`src/rtl/plids_pkg.sv`:
```
// Package for the positional list block: widths, codes, FSM states and shared structs.
package plids_pkg;

    localparam int CAPACITY_DEF = 64;
    localparam int DATA_W       = 32;
    localparam int CNT_W        = 7;
    localparam int KIND_W       = 3;
    localparam int STATUS_W     = 2;

    typedef enum logic [KIND_W-1:0] {
        KIND_CLEAR   = 3'd0,
        KIND_INSERT  = 3'd1,
        KIND_DELETE  = 3'd2,
        KIND_SEARCH  = 3'd3,
        KIND_DISPLAY = 3'd4
    } kind_t;

    typedef enum logic [STATUS_W-1:0] {
        STAT_OK       = 2'd0,
        STAT_INVALID  = 2'd1,
        STAT_NOTFOUND = 2'd2,
        STAT_EMPTY    = 2'd3
    } status_t;

    typedef enum logic [3:0] {
        S_IDLE,
        S_DISPATCH,
        S_INS_CHK,
        S_INS_WR,
        S_DEL_CHK,
        S_DEL_WR,
        S_SRCH_RD,
        S_SRCH_CMP,
        S_DISP_RD,
        S_DISP_EMIT,
        S_EMIT
    } state_t;

    typedef struct packed {
        logic              rd_en;
        logic [CNT_W-1:0]  rd_addr;
        logic              wr_en;
        logic [CNT_W-1:0]  wr_addr;
        logic [DATA_W-1:0] wr_data;
    } mem_req_t;

    typedef struct packed {
        status_t           status;
        logic [CNT_W-1:0]  index;
        logic [DATA_W-1:0] element;
        logic [CNT_W-1:0]  count;
        logic              last;
    } res_t;

endpackage

```
`src/rtl/plids_mem.sv`:
```
// Element storage: one write port, one read port with registered read data.
module plids_mem #(
    parameter int DEPTH = plids_pkg::CAPACITY_DEF
) (
    input  logic                        aclk,
    input  plids_pkg::mem_req_t         req,
    output logic [plids_pkg::DATA_W-1:0] rd_data
);
    import plids_pkg::*;

    localparam int AW = (DEPTH > 1) ? $clog2(DEPTH) : 1;

    logic [DATA_W-1:0] mem_reg [DEPTH];
    logic [DATA_W-1:0] rd_data_reg;

    always_ff @(posedge aclk) begin
        if (req.wr_en) begin
            mem_reg[req.wr_addr[AW-1:0]] <= req.wr_data;
        end
        // read data holds when no read is issued
        if (req.rd_en) begin
            rd_data_reg <= mem_reg[req.rd_addr[AW-1:0]];
        end
    end

    assign rd_data = rd_data_reg;

endmodule

```
`src/rtl/plids_seq.sv`:
```
// Operation sequencer: walks the list one entry per step for shift, search and display.
module plids_seq #(
    parameter int CAPACITY = plids_pkg::CAPACITY_DEF
) (
    input  logic                           aclk,
    input  logic                           aresetn,
    input  logic                           s_valid,
    output logic                           s_ready,
    input  logic [plids_pkg::KIND_W-1:0]   s_kind,
    input  logic [plids_pkg::CNT_W-1:0]    s_position,
    input  logic [plids_pkg::DATA_W-1:0]   s_value,
    input  logic [plids_pkg::DATA_W-1:0]   s_search_key,
    output logic                           res_valid,
    input  logic                           res_ready,
    output plids_pkg::res_t                res,
    output plids_pkg::mem_req_t            mem_req,
    input  logic [plids_pkg::DATA_W-1:0]   rd_data
);
    import plids_pkg::*;

    localparam logic [CNT_W-1:0] CAP_C = CNT_W'(CAPACITY);
    localparam logic [CNT_W-1:0] ONE_C = CNT_W'(1);

    state_t              state_reg, state_next;
    logic [KIND_W-1:0]   kind_reg,  kind_next;
    logic [CNT_W-1:0]    pos_reg,   pos_next;
    logic [DATA_W-1:0]   val_reg,   val_next;
    logic [DATA_W-1:0]   key_reg,   key_next;
    logic [CNT_W-1:0]    len_reg,   len_next;
    logic [CNT_W-1:0]    ptr_reg,   ptr_next;
    status_t             stat_reg,  stat_next;
    logic [CNT_W-1:0]    idx_reg,   idx_next;
    logic                disp_last;

    always_ff @(posedge aclk) begin
        if (!aresetn) begin
            state_reg <= S_IDLE;
            len_reg   <= '0;
        end else begin
            state_reg <= state_next;
            len_reg   <= len_next;
        end
        kind_reg <= kind_next;
        pos_reg  <= pos_next;
        val_reg  <= val_next;
        key_reg  <= key_next;
        ptr_reg  <= ptr_next;
        stat_reg <= stat_next;
        idx_reg  <= idx_next;
    end

    assign disp_last = ((ptr_reg + ONE_C) == len_reg);

    always_comb begin
        state_next = state_reg;
        kind_next  = kind_reg;
        pos_next   = pos_reg;
        val_next   = val_reg;
        key_next   = key_reg;
        len_next   = len_reg;
        ptr_next   = ptr_reg;
        stat_next  = stat_reg;
        idx_next   = idx_reg;
        s_ready    = 1'b0;
        res_valid  = 1'b0;
        mem_req    = '0;
        res.status  = stat_reg;
        res.index   = idx_reg;
        res.element = '0;
        res.count   = len_reg;
        res.last    = 1'b1;

        unique case (state_reg)
            S_IDLE: begin
                s_ready = 1'b1;
                if (s_valid) begin
                    kind_next  = s_kind;
                    pos_next   = s_position;
                    val_next   = s_value;
                    key_next   = s_search_key;
                    state_next = S_DISPATCH;
                end
            end
            S_DISPATCH: begin
                idx_next   = '0;
                stat_next  = STAT_OK;
                state_next = S_EMIT;
                case (kind_reg)
                    KIND_CLEAR: begin
                        len_next = '0;
                    end
                    KIND_INSERT: begin
                        if (pos_reg > len_reg || len_reg >= CAP_C) begin
                            stat_next = STAT_INVALID;
                        end else begin
                            ptr_next   = len_reg;
                            state_next = S_INS_CHK;
                        end
                    end
                    KIND_DELETE: begin
                        if (pos_reg >= len_reg) begin
                            stat_next = STAT_INVALID;
                        end else begin
                            ptr_next   = pos_reg;
                            state_next = S_DEL_CHK;
                        end
                    end
                    KIND_SEARCH: begin
                        ptr_next   = '0;
                        state_next = S_SRCH_RD;
                    end
                    KIND_DISPLAY: begin
                        if (len_reg == '0) begin
                            stat_next = STAT_EMPTY;
                        end else begin
                            ptr_next   = '0;
                            state_next = S_DISP_RD;
                        end
                    end
                    default: begin
                        stat_next = STAT_INVALID;
                    end
                endcase
            end
            S_INS_CHK: begin
                if (ptr_reg > pos_reg) begin
                    mem_req.rd_en   = 1'b1;
                    mem_req.rd_addr = ptr_reg - ONE_C;
                    state_next      = S_INS_WR;
                end else begin
                    mem_req.wr_en   = 1'b1;
                    mem_req.wr_addr = pos_reg;
                    mem_req.wr_data = val_reg;
                    len_next        = len_reg + ONE_C;
                    state_next      = S_EMIT;
                end
            end
            S_INS_WR: begin
                mem_req.wr_en   = 1'b1;
                mem_req.wr_addr = ptr_reg;
                mem_req.wr_data = rd_data;
                ptr_next        = ptr_reg - ONE_C;
                state_next      = S_INS_CHK;
            end
            S_DEL_CHK: begin
                if ((ptr_reg + ONE_C) < len_reg) begin
                    mem_req.rd_en   = 1'b1;
                    mem_req.rd_addr = ptr_reg + ONE_C;
                    state_next      = S_DEL_WR;
                end else begin
                    len_next   = len_reg - ONE_C;
                    state_next = S_EMIT;
                end
            end
            S_DEL_WR: begin
                mem_req.wr_en   = 1'b1;
                mem_req.wr_addr = ptr_reg;
                mem_req.wr_data = rd_data;
                ptr_next        = ptr_reg + ONE_C;
                state_next      = S_DEL_CHK;
            end
            S_SRCH_RD: begin
                if (ptr_reg < len_reg) begin
                    mem_req.rd_en   = 1'b1;
                    mem_req.rd_addr = ptr_reg;
                    state_next      = S_SRCH_CMP;
                end else begin
                    stat_next  = STAT_NOTFOUND;
                    state_next = S_EMIT;
                end
            end
            S_SRCH_CMP: begin
                if (rd_data == key_reg) begin
                    idx_next   = ptr_reg;
                    state_next = S_EMIT;
                end else begin
                    ptr_next   = ptr_reg + ONE_C;
                    state_next = S_SRCH_RD;
                end
            end
            S_DISP_RD: begin
                mem_req.rd_en   = 1'b1;
                mem_req.rd_addr = ptr_reg;
                state_next      = S_DISP_EMIT;
            end
            S_DISP_EMIT: begin
                res_valid   = 1'b1;
                res.status  = STAT_OK;
                res.index   = ptr_reg;
                res.element = rd_data;
                res.last    = disp_last;
                if (res_ready) begin
                    if (disp_last) begin
                        state_next = S_IDLE;
                    end else begin
                        ptr_next   = ptr_reg + ONE_C;
                        state_next = S_DISP_RD;
                    end
                end
            end
            S_EMIT: begin
                res_valid = 1'b1;
                if (res_ready) begin
                    state_next = S_IDLE;
                end
            end
            default: begin
                state_next = S_IDLE;
            end
        endcase
    end

endmodule

```
`src/rtl/positional_list_insert_delete_search_top.sv`:
```
// Top level of the positional list: sequencer, element memory and result output register.
//
//  channel | dir | handshake          | word fields
//  --------+-----+--------------------+------------------------------------------
//  s_      | in  | s_valid / s_ready  | kind, position, value, search_key
//  m_      | out | m_valid / m_ready  | status, index, element, count, last
//
// Work per word: clear and rejected words touch no entry; insert moves the
// entries from position to the end up; delete moves those after position
// down; search inspects entries until the first match or the end; display
// reads and emits every element. Each entry moved or inspected takes a read
// and then a write or compare over the single memory port pair.
// Reset (aresetn low, synchronous) empties the list; element storage is not
// cleared. s_ready is low from acceptance until the last result word has left
// the sequencer; a stalled m_ready holds results in the output register.
module positional_list_insert_delete_search_top #(
    parameter int CAPACITY = plids_pkg::CAPACITY_DEF
) (
    input  logic                           aclk,
    input  logic                           aresetn,
    input  logic                           s_valid,
    output logic                           s_ready,
    input  logic [plids_pkg::KIND_W-1:0]   s_kind,
    input  logic [plids_pkg::CNT_W-1:0]    s_position,
    input  logic [plids_pkg::DATA_W-1:0]   s_value,
    input  logic [plids_pkg::DATA_W-1:0]   s_search_key,
    output logic                           m_valid,
    input  logic                           m_ready,
    output logic [plids_pkg::STATUS_W-1:0] m_status,
    output logic [plids_pkg::CNT_W-1:0]    m_index,
    output logic [plids_pkg::DATA_W-1:0]   m_element,
    output logic [plids_pkg::CNT_W-1:0]    m_count,
    output logic                           m_last
);
    import plids_pkg::*;

    mem_req_t          mem_req;
    logic [DATA_W-1:0] rd_data;
    res_t              res;
    logic              res_valid;
    logic              res_ready;

    // output word register
    res_t              out_reg;
    logic              out_valid_reg;

    plids_seq #(
        .CAPACITY (CAPACITY)
    ) u_seq (
        .aclk         (aclk),
        .aresetn      (aresetn),
        .s_valid      (s_valid),
        .s_ready      (s_ready),
        .s_kind       (s_kind),
        .s_position   (s_position),
        .s_value      (s_value),
        .s_search_key (s_search_key),
        .res_valid    (res_valid),
        .res_ready    (res_ready),
        .res          (res),
        .mem_req      (mem_req),
        .rd_data      (rd_data)
    );

    plids_mem #(
        .DEPTH (CAPACITY)
    ) u_mem (
        .aclk    (aclk),
        .req     (mem_req),
        .rd_data (rd_data)
    );

    // register takes a new word when empty or draining this cycle
    assign res_ready = !out_valid_reg || m_ready;

    always_ff @(posedge aclk) begin
        if (!aresetn) begin
            out_valid_reg <= 1'b0;
        end else if (res_ready) begin
            out_valid_reg <= res_valid;
        end
        if (res_ready && res_valid) begin
            out_reg <= res;
        end
    end

    assign m_valid   = out_valid_reg;
    assign m_status  = out_reg.status;
    assign m_index   = out_reg.index;
    assign m_element = out_reg.element;
    assign m_count   = out_reg.count;
    assign m_last    = out_reg.last;

`ifndef SYNTHESIS
    // the list never holds more than its capacity
    a_count_bound: assert property (@(posedge aclk) disable iff (!aresetn)
        m_valid |-> ({1'b0, m_count} <= (CNT_W + 1)'(CAPACITY)))
        else $error("count above capacity");

    // an accepted word keeps the input closed for at least the next cycle
    a_busy_after_accept: assert property (@(posedge aclk) disable iff (!aresetn)
        (s_valid && s_ready) |=> !s_ready)
        else $error("input ready right after accept");

    // empty status only on an empty list
    a_empty_count: assert property (@(posedge aclk) disable iff (!aresetn)
        (m_valid && m_status == STAT_EMPTY) |-> (m_count == '0))
        else $error("empty status with elements held");

    // non-final display words lie strictly below the final index
    a_display_index: assert property (@(posedge aclk) disable iff (!aresetn)
        (m_valid && !m_last) |-> (({1'b0, m_index} + 8'd1) < {1'b0, m_count}))
        else $error("display index out of order");
`endif

endmodule

```
`config.mk`:
```
export PLATFORM = sky130hd
export DESIGN_NAME = positional_list_insert_delete_search_top
export DESIGN_NICKNAME = d
export VERILOG_FILES = /design/src/rtl/plids_pkg.sv /design/src/rtl/plids_mem.sv /design/src/rtl/plids_seq.sv /design/src/rtl/positional_list_insert_delete_search_top.sv
export SDC_FILE = /design/constraint.sdc
export NUM_CORES = 2
export LEC_CHECK = 0
export BUFFER_PORTS_ARGS = -buffer_cell sky130_fd_sc_hd__buf_2
export CAP_MARGIN = 30
export CORE_MARGIN = 3
export CORE_UTILIZATION = 50
export CTS_CLUSTER_SIZE = 25
export DETAILED_ROUTE_END_ITERATION = 10
export GPL_TIMING_DRIVEN = 0
export HOLD_SLACK_MARGIN = 0.06
export PLACE_DENSITY = 0.76
export SLEW_MARGIN = 10
export SYNTH_ARGS = -nofsm -noshare
export SYNTH_HDL_FRONTEND = slang
export SYNTH_SLANG_ARGS = --single-unit
```
`constraint.sdc`:
```
create_clock -name aclk -period 5.55 [get_ports aclk]
set_input_delay 1.11 -clock aclk [delete_from_list [all_inputs] [get_ports aclk]]
set_output_delay 1.11 -clock aclk [all_outputs]
set_load 0.01 [all_outputs]
```
== Word level (Yosys, flattened, before mapping) ==
Memories as Yosys holds them, arrays and structs flattened. A register that Yosys moved wholly into a read port is not among the register bits.
Index checks and enable logic that the tools add are counted.

* Register bits after elaboration: 151
* Bits in writable memories: 2048
* Bits of input ports: 78
* Memories: 1

* Add/subtract/negate cells: 4
* $lt $le $gt $ge: 6
* Equality and inequality tests: 30
* Multiplexer cells: 44
* Reductions and logical operators: 20

{| class="wikitable"
|+ Memory list
! name !! depth !! bits a word !! read ports !! clocked after Yosys merged registers in !! wr ports !! RTL line !! RTL
|-
| u_mem.mem_reg || 64 || 32 || 1 || 1 || 1 || plids_mem.sv:13 || <nowiki>logic [DATA_W-1:0] mem_reg [DEPTH];</nowiki>
|}

{| class="wikitable"
|+ Operators with widths
! cell !! number
|-
| 40-bit one-hot mux with 2 select lines || 1
|-
| 7-bit 2-to-1 mux || 10
|-
| 4-bit one-hot mux with 11 select lines || 1
|-
| 4-bit 2-to-1 mux || 10
|-
| 40-bit 2-to-1 mux || 1
|-
| 39-bit 2-to-1 mux || 1
|-
| 7-bit one-hot mux with 5 select lines || 1
|-
| 32-bit equality test || 1
|-
| 8-bit one-hot mux with 4 select lines || 1
|-
| 7-bit one-hot mux with 4 select lines || 1
|-
| 8-bit 2-to-1 mux || 3
|-
| 7-bit one-hot mux with 3 select lines || 1
|-
| 2-bit != test (second input constant) || 9
|-
| 4-bit by 3-bit equality test with 1-bit output (second input constant) || 4
|-
| 4-bit one-hot mux with 4 select lines || 1
|-
| 7-bit by 1-bit adder with 7-bit output (second input constant) || 2
|-
| 7-bit > comparator || 2
|-
| 7-bit less-than comparator || 2
|-
| 7-bit one-hot mux with 2 select lines || 1
|-
| 7-bit by 1-bit subtractor with 7-bit output (second input constant) || 2
|-
| 4-bit equality test (second input constant) || 3
|-
| 3-bit != test (second input constant) || 3
|-
| 4-bit by 2-bit equality test with 1-bit output (second input constant) || 2
|-
| 2-bit one-hot mux with 4 select lines || 1
|-
| other kinds (26) || 40
|}

== Depth between registers and ports, before layout ==
* Depth in word-level cells: 5
* Mapped depth: 20
* Mapped depth without buffers: 15

== Hierarchy ==
From an unflattened synthesis, not the netlist that was laid out.

* Cell total of the unflattened synthesis: 3951
* Area, all modules: 86521.7 sq um

{| class="wikitable"
|+ By module, submodules not included
! module !! times used !! cells each !! area each (sq um) !! sequential area each (sq um)
|-
| plids_mem || 1 || 3324 || 78835.6 || 62459.9
|-
| plids_seq || 1 || 573 || 6157.2 || 2922.8
|-
| positional_list_insert_delete_search_top || 1 || 54 || 1529.0 || 1491.4
|}

== Least setup slack after synthesis ==
No wires, ideal clock.

* Path kind: reg2reg
* From: reg u_seq.ptr_reg[6]
* To: mem u_mem.mem_reg[10][0] (enable)
* Setup time: 421 ps
* Arrival time: 3596 ps
* Required time: 5129 ps
* Setup slack: 1532 ps
* Cell stages (with the launch flop): 10
* Buffers on the path: 1
* Cell sequence: edfxtp_1 -> ha_1 -> a21oi_1 -> o21a_1 -> a21oi_1 -> nor2_1 -> clkbuf_1 -> a22o_1 -> nand3_1 -> nor2_1

* Cells in the longest elaborated chain, start to end: 5

{| class="wikitable"
|+ Ends and longest elaborated chain
! what !! RTL line !! RTL
|-
| start, declared || plids_seq.sv:30 || <nowiki>logic [CNT_W-1:0] ptr_reg, ptr_next;</nowiki>
|-
| start signal, assigned || plids_seq.sv:47 || <nowiki>ptr_reg <= ptr_next;</nowiki>
|-
| 7-bit > comparator * || plids_seq.sv:126 || <nowiki>if (ptr_reg > pos_reg) begin</nowiki>
|-
| 40-bit 2-to-1 mux * || plids_seq.sv:126 ||
|-
| 40-bit one-hot mux with 2 select lines * || plids_seq.sv:73 || <nowiki>unique case (state_reg)</nowiki>
|-
| 1-bit 2-to-1 mux || plids_mem.sv:17 || <nowiki>if (req.wr_en) begin</nowiki>
|-
| 1-bit 2-to-1 mux (not written as such) || plids_mem.sv:18 || <nowiki>mem_reg[req.wr_addr[AW-1:0]] <= req.wr_data;</nowiki>
|-
| end, declared || plids_mem.sv:13 ||
|}

Every way passes the cells marked *; elsewhere a longest branch is shown, timed or not.

== Worst setup path after layout ==
* From: reg u_seq.ptr_reg[3]
* To: reg u_mem.rd_data_reg[14] (netlist: u_mem.rd_data[14]) (read register of u_mem.mem_reg), data pin

* Cells in the longest elaborated chain, start to end: 4
* Elaborated cells on any way between the ends: 9

{| class="wikitable"
|+ Ends and longest elaborated chain
! what !! RTL line !! RTL
|-
| 7-bit by 1-bit adder with 7-bit output || plids_seq.sv:146, plids_seq.sv:148 ||
|-
| 7-bit less-than comparator || plids_seq.sv:146 || <nowiki>if ((ptr_reg + ONE_C) < len_reg) begin</nowiki>
|-
| 8-bit 2-to-1 mux || plids_seq.sv:146 ||
|-
| 8-bit one-hot mux with 4 select lines * || plids_seq.sv:73 ||
|-
| end, declared || plids_mem.sv:14 || <nowiki>logic [DATA_W-1:0] rd_data_reg;</nowiki>
|}

Marks and branches as above.
A chain may end at the register's enable or synchronous reset.

==> metrics.txt <==
flops & latches, synth between 2000 and 2500; switching component of the power ~23000 µW; initial core utilization 50.64%; HP Class in2reg; CP cell instances buf_4 -> inv_1 -> nor3_1 -> xor2_1 -> ha_1 -> nand4_1 -> nand3_2 -> nor3b_4 -> buf_6 -> a221o_2 -> buf_4 -> buf_6 -> buf_2 -> buf_2 -> nand2_1 -> nand3_1 -> a21oi_1 -> nor4_1 -> a211o_1; WL final about 330000 µm; post-DR vias/cell roughly 6.7; finished layout cell area 0.1039 mm²; Clk Latency, worst-skew pair ~0.89 ns; Most Crowded Layer GR met2; Post-synth EDFFs 2219; # DRC 0; gr usage total 35.78%; clk buf depth 3; CP Launch Type flip-flop; Die Wd about 430 µm; worst r2r src u_seq.ptr_reg[3]; clock slew at reported path FFs around 0.060 ns; status finished, violations left; Critical Path Source u_seq.ptr_reg[3]; Vias 60760; crit path kind reg2reg; Max Cap Viol 0; Post-DP HPWL between 200000 and 250000 µm; cell area after synthesis approximately 0.09 mm²; Leakage 0.03519 µW; htree depth 4; die area between 0.15 and 0.2 mm²; failing checks negative setup slack; Crit-path slowest cell nor4_1; Rows about 150; die span in y ~430 µm; top post-synthesis cells by area edfxtp_1 75%, nand2_1 5.5%, mux2i_1 3.0%, nand3_1 2.4%, a21oi_1 1.7%; max reg flops between 2000 and 2500; cells after synthesis a little over 6000; synth warn 0; final setup fails 21; GR met1 Demand/Resource ~44%; skew final 0.05792 ns; cts bufs inserted about 210; Avg Cell Area, Syn 14.66 µm²; overflow left after global routing 0; Detailed Routing Iterations Pass 1 7; Worst Path Max Fanout 10; final hold viol count 0; commonest non-fill, non-tap cell in the layout edfxtp_1; Comb pwr share between 30 and 40%; met2 Use GR 50.22%; R2R depth 19; post-route ant nets 0; CP Depth 19; min Tclk post-route between 5 and 6 ns; P_int between 30000 and 40000 µW; Seq/Total Area, Yosys between 70% and 80%; Top Ports 129; Slew @ Worst Pin ~1.1 ns; ys async rst share 0%; Synth top area share 75.21%; largest net degree at the start of global routing 65; routability cong. roughly 1.1; register-to-register setup slack -0.18 ns; Net Count, Synth approximately 6200; Worst Slack Setup Final -0.1813 ns; Cell Pwr Density between 500 and 600 mW/mm²; CTS tree yes; CP max stage delay 0.61 ns; CP Capture Type flip-flop; Total Nets Final between 6000 and 7000; fillers between 10000 and 15000; 1st-iter DRT viols approximately 12000; area leader, netlist edfxtp_1; Routed WL per cell around 36 µm; slew margin rel. roughly a quarter; Root Buffer clkbuf_16; FMAX roughly 170 MHz; Port Buffer Count approximately 130; most frequent cells in the layout 2219 x edfxtp_1, 1284 x nand2_1, 425 x nand3_1; post-place instance area roughly 0.095 mm²; Max Slew Vio Count 0; Reg power frac approximately 37%; crit share post-route 103.3%; R2R Path End u_mem.rd_data[14]; CORE AREA between 0.15 and 0.2 mm²; Hold WS between 0.4 and 0.5 ns; Worst EP arrival between 6 and 7 ns; vias in the first global route 56530; dominant synthesized flop cell edfxtp_1; Clock power frac between 20% and 30%; P&R area growth vs syn 17.25%; met3 usage between 10% and 20%; Hold Buf Count CTS 0; first-pass GRT wire length between 400000 and 500000 µm; share of layout cells above drive strength 1 ~17%; VDD IR max 0.0003413 V; Sink Count 2231; switch share 39.72%; Yosys cell types 86; CP top delay family buffers and inverters; antenna violations before repair 27; WP buf/inv 7; CP required just over 6 ns; crit path to u_mem.rd_data[14]
## power groups by stage
stage | registers, µW | logic, µW | clock network [µW]
after floorplan | 21100 | 9150 | 0
after global placement | 21600 | 17600 | 0
after detailed placement | 21400 | 18700 | 0
after CTS | 21000 | 19500 | 14700
after global routing | 21100 | 21000 | 15300
final | 21100 | 21100 | 14700
## stage by stage
step           worst slack [ns]  total power (µW)  cells  setup TNS, ns  utilization, %
2_1_floorplan             1.532             30280   6042              0               -
3_3_place_gp             -2.049             39130   8495       -2513.88           52.67
3_5_place_dp             -1.829             40110   8634         -46.33           54.57
4_1_cts               0.0003677             55180   9032              0           59.06
5_1_grt                 -0.1018             57390   9039        -0.7200           59.35
6_report                -0.1813             56850   9056         -1.569           59.37
## layout make-up
cell class	count	area [µm²]	share of cell area (%)
clock buffer	261	5532	5.325
timing repair buffer	284	3392	3.265
inverter	28	112.6	0.1084
tap	2325	2909	2.800
sequential	2231	66870	64.37
clock inverter	132	1426	1.373
buffer	368	2135	2.055
antenna	17	42.54	0.04095
multi-input combinational	3410	21460	20.66
## worst reg2reg max path: cells and delay by family, from the launching register on
family	cells	cell delay [ns]
buffers and inverters	7	1.96
and+or+nand+nor	7	1.70
AOI/OAI and AO/OA	3	0.72
DFF	1	0.46
xor gates and xnor gates	1	0.37
adders and majority gates	1	0.35
## worst min path at each step
| stage | from | cells after the start | end | slack [ns] |
|---|---|---|---|---|
| 3_5_place_dp | u_seq.len_reg[6] | 0 | m_count[6] | 0.52 |
| 4_1_cts | s_search_key[23] | 1 | u_seq.key_reg[23] | 0.37 |
| 3_3_place_gp | u_seq.len_reg[6] | 0 | m_count[6] | 0.53 |
| 5_1_grt | s_search_key[28] | 1 | u_seq.key_reg[28] | 0.39 |
| 2_1_floorplan | u_seq.len_reg[6] | 0 | m_count[6] | 0.48 |
| 6_report | s_search_key[4] | 1 | u_seq.key_reg[4] | 0.41 |
## routing by layer
metal / part of all wire, % / vias up
met1: 32 / 29730
met2: 42 / 5706
met5: 0.045 / -
li1: - / 24020
met4: 9.6 / 12
met3: 16 / 1287
## synth_stat cells (all sizes together), types with 35 or more instances
cell,number
a21oi,307
a221oi,39
a22o,71
a22oi,93
a31oi,93
and2,38
and3,67
buf,249
clkbuf,124
edfxtp,2219
ha,35
mux2i,265
mux4,37
nand2,1291
nand3,428
nor2,148
nor4,42
o22ai,53
xor2,38
## repair_timing
item | in CTS | in global routing
setup endpoints to repair | 32 | 31
setup buffers | 8 | 7
pin swaps | 18 | 13
gates resized for setup | 219 | 111
## kinds of logic (layout without fill, tap and decap cells)
family	after synthesis	after routing	synth area share (%)
DFF	2231	2231	75.48
and+or+nand+nor	2112	2112	10.35
AOI/OAI and AO/OA	902	902	6.935
buffers and inverters	401	1073	2.176
muxes	315	315	4.099
xor gates and xnor gates	45	45	0.4448
adders and majority gates	36	36	0.5168
other	0	17	0
No activity file was read; power rests on OpenSTA's default activity.
